### src/sv/wsc_pkg.sv
`timescale 1ns / 1ps

package wsc_pkg;

    localparam int MAX_PATTERNS_DEF    = 512;
    localparam int MAX_PATTERN_LEN_DEF = 16;

    localparam logic [1:0] ACT_CLEAR   = 2'd0;
    localparam logic [1:0] ACT_PATTERN = 2'd1;
    localparam logic [1:0] ACT_WORD    = 2'd2;

    typedef struct packed {
        logic [1:0] action;
        logic [7:0] symbol;
        logic       last;
    } in_item_t;

    typedef struct packed {
        logic [63:0] word_ways;
        logic [63:0] total_ways;
        logic        overflow;
        logic        dictionary_full;
    } out_item_t;

    typedef enum logic [3:0] {
        ST_IDLE   = 4'b0001,
        ST_SCAN   = 4'b0010,
        ST_DRAIN  = 4'b0100,
        ST_FINISH = 4'b1000
    } state_t;

endpackage

### src/sv/wsc_match.sv
`timescale 1ns / 1ps

module wsc_match #(
    parameter int L  = wsc_pkg::MAX_PATTERN_LEN_DEF,
    parameter int LW = $clog2(L + 1)
) (
    input  logic            aclk,
    input  logic            aresetn,
    input  logic            rd_valid,
    input  logic [L*8-1:0]  rd_row,
    input  logic [LW-1:0]   rd_len,
    input  logic [7:0]      recent [L],
    input  logic [63:0]     window [L+1],
    output logic            add_valid,
    output logic [63:0]     addend
);

    logic          hit;
    logic [LW-1:0] win_idx;
    logic          add_valid_reg;
    logic [63:0]   addend_reg;

    // byte j of a stored row is the pattern symbol that lines up with recent[j]
    always_comb begin
        hit = 1'b1;
        for (int j = 0; j < L; j++) begin
            if (j < int'(rd_len) && rd_row[j*8 +: 8] != recent[j]) begin
                hit = 1'b0;
            end
        end
        win_idx = rd_len - LW'(1);
    end

    always_ff @(posedge aclk) begin
        if (!aresetn) begin
            add_valid_reg <= 1'b0;
        end else begin
            add_valid_reg <= rd_valid;
        end
    end

    always_ff @(posedge aclk) begin
        addend_reg <= hit ? window[win_idx] : 64'd0;
    end

    assign add_valid = add_valid_reg;
    assign addend    = addend_reg;

endmodule
### config.mk
export PLATFORM = sky130hd
export DESIGN_NAME = wsc_match
export DESIGN_NICKNAME = d
export VERILOG_FILES = /design/src/sv/wsc_pkg.sv /design/src/sv/wsc_match.sv
export SDC_FILE = /design/constraint.sdc
export NUM_CORES = 1
export LEC_CHECK = 0
export BUFFER_PORTS_ARGS = -buffer_cell sky130_fd_sc_hd__clkbuf_2
export CAP_MARGIN = 20
export CORE_AREA = 2 2 556 558
export CTS_CLUSTER_SIZE = 24
export DETAILED_ROUTE_END_ITERATION = 10
export DIE_AREA = 0 0 558 560
export SLEW_MARGIN = 15
export SYNTH_ARGS = -nofsm -noshare
export SYNTH_HDL_FRONTEND = slang
export SYNTH_SLANG_ARGS = --single-unit
### constraint.sdc
create_clock -name aclk -period 3.1 [get_ports aclk]
set_input_delay 0.155 -clock aclk [delete_from_list [all_inputs] [get_ports aclk]]
set_output_delay 0.155 -clock aclk [all_outputs]
set_load 0.01 [all_outputs]
==> impl_metrics.yaml, run 1 <==
logic_synthesis:
  yosys_warnings: 0
  avgSynthCellArea_um2: 9.081
  netlist_instances: 1322
  ys_types: 42
  synth_edf_count: 0
  synthArstFlopShare_pct: 0
  synth-seq-cells: 65
  synth_ff_type: "dfxtp_1"
  syn_area_mm2: 0.01201
  yosysSeqAreaShare_pct: 10.84
  synth_nets: 2676
min_path:
  hold_path.class: "in -> reg"
  worstHoldStart: "window[54]"
critical_path:
  crit_path_end_kind: "flop"
  cp.arrival_ps: 3110
  path_max_fanout: 15
  crit_family: "compound AO/OA/AOI/OAI gates"
  critical_path_class: "in -> reg"
  critPathMaxStageDelay_ps: 970
  startpoint_type: "input port"
  crit_chain: "clkbuf_2 -> inv_1 -> ha_4 -> buf_12 -> nor2b_4 -> buf_12 -> buf_4 -> a32oi_1 -> a221oi_1 -> nor4_1"
  worstSetupStartpoint: "rd_len[1]"
  critPathRequiredTime_ps: 3360
  crit_top_cell: "buf_12"
  crit_buf_inv: 5
  cpMaxStageDelayCell: "a221oi_1"
placement:
  gp_congestion: 1.005
  dp.cells: 6880
  place_area_mm2: 0.02543
  portBuffers: 1416
  post-place-ws_ps: -73.02
  dpl.hpwl_um: 264000
die:
  die_x_um: 558
  dieArea_mm2: 0.3125
  core_area_mm2: 0.3071
  start_util_pct: 3.910
  io_pins: 1417
  chipHeight_um: 560
  rows: 204
final_layout:
  layout-drive-gt1-share_pct: 64.96
  nets: 4134
  design_area_mm2: 0.02634
  largest_register_ffs: 64
  instances_no_fill: 7088
  num-fill-cells: 36030
  synthToLayoutAreaGrowth_pct: 119.4
  finish.utilization_pct: 8.578
timing:
  holdWs_ps: 63.44
  timing.final.hold_violations: 0
  rsz0062_at_grt: "no"
  max_freq_mhz: 350.8
  slew-limit-headroom_pct: 21.60
  worst_slack_ps: 249.1
  setup_tns_ps: 0
  finalSetupViolCount: 0
  finalMaxSlewViolations: 0
  worstMarginPinSlew_ps: 1176
  post-route-period-util_pct: 91.96
  period_minus_slack_ps: 2851
detailed_routing:
  ant_nets: 0
  drcViolationCount: 0
  wirelength_um: 281800
  initialDrtViolationCount: 2030
  via_per_inst: 3.054
  dr_total_vias: 21650
  routedWlPerCell_um: 39.75
  first_pass_iters: 5
global_route:
  grt_antenna_before_repair: 504
  grt_pass1_wl_um: 322300
  grt_pass1_vias: 20030
  grt_overflow_total: 0
  grt_use_total_pct: 17.35
  grt_max_degree: 49
power:
  finalPower_mw: 6.225
  p_leak_nw: 10.97
  vdd_ir_drop_max_uv: 228.6
  power_density_mw_per_mm2: 236.3
clock_network:
  cts_tree: "built"
  clockRootBuffer: "clkbuf_16"
  clkTransAtPathRegs_ps: 90
  clock_sinks: 65
  cts_buffers: 9
  clockBufferDepth: 2
  ctsHtreeMaxLevel: 3
  cts_setup_buffers: 0
run_status:
  status: "finished clean"
flow_run:
  maxCapViolations: 0
## worst paths after layout
path / end / slack, ps / cells after the start
worst max-delay path: addend[2] / 250 / 10
worst min-delay path: addend[54] / 60 / 3
## report_power, final
| part | internal (mW) | total [mW] | switching [mW] |
|---|---|---|---|
| Clock | 0.856 | 1.58 | 0.727 |
| Combinational | 1.78 | 3.81 | 2.02 |
| Sequential | 0.835 | 0.835 | 0.000146 |
| Total | 3.47 | 6.22 | 2.75 |
## final cells by class
cell class              instances  area (µm²)  share of cell area, %
diodes                        183       457.9                  1.739
clock buffers                  12       266.5                  1.012
clock inverters                 4       97.59                 0.3705
inverters                       5       18.77                0.07126
multi-input cells            1112       10100                  38.35
flip-flops and latches         65        1301                  4.940
well taps                    4120        5155                  19.57
repair buffers               1587        8941                  33.95
## metal layers
| layer | global-route usage [%] | vias up | wire, µm |
|---|---|---|---|
| li1 | - | 8346 | - |
| met1 | 17.25 | 9950 | 95210 |
| met2 | 28.35 | 2138 | 126500 |
| met3 | 11.87 | 952 | 44500 |
| met4 | 6.288 | 260 | 13890 |
| met5 | 0.1235 | - | 1711 |
## synthesized netlist by cell type, types with 5 or more instances
cell type,count,area [µm²]
nor4_2,6,75.07
buf_1,12,45.04
nand4_1,6,37.54
o21ai_0,8,40.04
xnor2_1,9,78.83
a32oi_1,63,551.8
mux4_2,193,4347
clkbuf_1,71,266.5
a221oi_1,63,551.8
nand2_1,265,994.7
nor2_1,130,488.0
mux2i_1,64,640.6
inv_1,5,18.77
dfxtp_1,65,1301
buf_4,6,45.04
xor2_1,121,1060
nor4_1,87,544.3
buf_6,7,78.83
a21oi_1,69,345.3
buf_2,44,220.2
## repair_timing
action | CTS | global route
hold buffers | 8 | 1
hold endpoints to repair | 8 | 1
gates resized for setup | 0 | 0
## cells by family after synthesis
| family | Yosys count | share of synthesized area (%) |
|---|---|---|
| compound gates | 216 | 13.63 |
| xor+xnor | 131 | 9.620 |
| fa+ha+maj | 2 | 0.2084 |
| buf+inv | 145 | 5.618 |
| flops | 65 | 10.84 |
| mux | 257 | 41.54 |
| simple gates | 506 | 18.54 |
## placed cells by master (no fill, tap or decap), types with 2 or more instances in the layout
cell type,netlist,routed
nand4_1,6,6
mux2i_1,64,64
nand2_1,265,265
dfxtp_1,65,65
nand3_1,2,2
a21oi_1,69,69
nor3_1,2,2
o21ai_0,8,8
clkbuf_16,0,9
bufinv_16,0,3
a32oi_1,63,63
dlygate4sd3_1,0,9
mux4_2,193,193
a22oi_1,3,3
clkbuf_8,0,3
buf_12,0,43
nor2_1,130,129
nor4_2,6,6
diode_2,0,183
xor2_1,121,121
buf_4,6,119
a221oi_1,63,63
nor4_1,87,87
inv_1,5,5
xnor2_1,9,8
clkbuf_2,0,1415
Power figures use the tool's default switching activity.
==> run 2: changes to the inputs <==
- PLACE_DENSITY: not set -> 0.3
==> run 2 against run 1 <==
Effect of this change: via count shrank 7.2%; count of clock-buffer cells in the layout is 2 lower; global-route usage is 2.5 points lower; maximum frequency increased by 3.1%; die area unchanged; setup slack gained 86 ps; critical path type unchanged.
==> impl_metrics.yaml, run 2 (synthesis results as in run 1) <==
run_status:
  status: "finished clean"
final_layout:
  instances_no_fill: 6958
  synthToLayoutAreaGrowth_pct: 113.5
  num-fill-cells: 36270
  finish.utilization_pct: 8.349
  final_cell_mix: "clkbuf_2, nand2_1, mux4_2"
  largest_register_ffs: 64
  mostFrequentLayoutCell: "clkbuf_2"
  nets: 4082
  layout-drive-gt1-share_pct: 64.69
timing:
  holdWs_ps: 87.57
  setup_tns_ps: 0
  worstMarginPinSlew_ps: 1109
  post-route-period-util_pct: 89.20
  worst_slack_ps: 334.7
  rsz0062_at_grt: "no"
  finalSetupViolCount: 0
  max_freq_mhz: 361.6
  period_minus_slack_ps: 2765
  finalMaxSlewViolations: 0
  timing.final.hold_violations: 0
  slew-limit-headroom_pct: 26.05
die:
  rows: 204
  die_x_um: 558
  dieArea_mm2: 0.3125
  chipHeight_um: 560
  start_util_pct: 3.910
  core_area_mm2: 0.3071
  io_pins: 1417
placement:
  portBuffers: 1416
  dp.cells: 6835
  post-place-ws_ps: -564.5
  dpl.hpwl_um: 224500
  gp_congestion: 0.8889
clock_network:
  cts_setup_buffers: 0
  clkTransAtPathRegs_ps: 80
  cts_tree: "built"
  clock_sinks: 65
  clockRootBuffer: "clkbuf_16"
  cts_buffers: 9
  ctsHtreeMaxLevel: 3
  clockBufferDepth: 2
critical_path:
  cp.arrival_ps: 3020
  crit_path_end_kind: "flop"
  path_max_fanout: 28
  startpoint_type: "input port"
  critPathRequiredTime_ps: 3360
  critical_path_class: "in -> reg"
detailed_routing:
  initialDrtViolationCount: 1344
  routedWlPerCell_um: 34.60
  first_pass_iters: 5
  ant_nets: 0
  via_per_inst: 2.885
  wirelength_um: 240700
  drcViolationCount: 0
  dr_total_vias: 20080
global_route:
  grt_overflow_total: 0
  grt_use_total_pct: 14.84
  grt_antenna_before_repair: 356
  grt_pass1_wl_um: 283700
  grt_pass1_vias: 20510
  grt_max_degree: 48
flow_run:
  maxCapViolations: 0
min_path:
  hold_path.class: "in -> reg"
  worstHoldEndpoint: "addend[58]"
  worstHoldStart: "window[58]"
  hold_path_depth: 3
power:
  vdd_ir_drop_max_uv: 256.4
  p_leak_nw: 10.67
  power_density_mw_per_mm2: 242.4
run 2: how the worst max path moves through the flow:
stage	to	depth (start not counted)	from	slack (ps)
floorplan	addend[17]	13	rd_len[0]	320
global placement	addend[56]	9	recent[11]	-440
detailed placement	addend[56]	9	recent[11]	-560
CTS	addend[56]	9	recent[13]	90
global route	addend[37]	10	recent[11]	280
finish	addend[3]	11	rd_len[1]	330
run 2: per-stage QoR:
stage          cell area (µm²)  power (mW)
6_report                 25640       6.215
5_1_grt                  25480       6.593
4_1_cts                  25370       6.475
3_5_place_dp             24960       4.803
3_3_place_gp             24940       4.813
2_1_floorplan            12010       2.368
run 2: timing repair:
item,CTS,global route
cloned,0,0
endpoints found under the hold margin,1,0
endpoints found under the setup margin,1,1
hold buffers,2,0
gates resized for setup,1,1
run 2: routing by layer:
metal	wire length (µm)	up-vias	track usage (%)
li1	-	8128	-
met1	88530	9565	15.99
met2	106700	1590	23.68
met3	35950	572	9.603
met4	8109	222	4.175
met5	1449	-	0
run 2: cell type report:
class | count | area [µm²] | area share, %
Multi-Input combinational cell | 1112 | 10130 | 39.50
Timing Repair Buffer | 1535 | 8396 | 32.75
Tap cell | 4120 | 5155 | 20.11
Sequential cell | 65 | 1301 | 5.076
Antenna cell | 105 | 262.8 | 1.025
Clock buffer | 10 | 239.0 | 0.9322
Clock inverter | 6 | 137.6 | 0.5369
Inverter | 5 | 18.77 | 0.07321
run 2: report_power, final:
part	internal, mW	switching [mW]	total (mW)
Clock	0.896	0.625	1.52
Combinational	1.68	2.18	3.86
Sequential	0.835	0.000164	0.835
run 2: critical path, stage by stage:
cell	delay, ps
clkbuf_2	210
inv_1	160
ha_4	230
xor2_4	230
buf_12	230
buf_12	240
mux4_2	320
nor2_1	100
nor2_1	70
a221oi_1	910
nor4_1	90
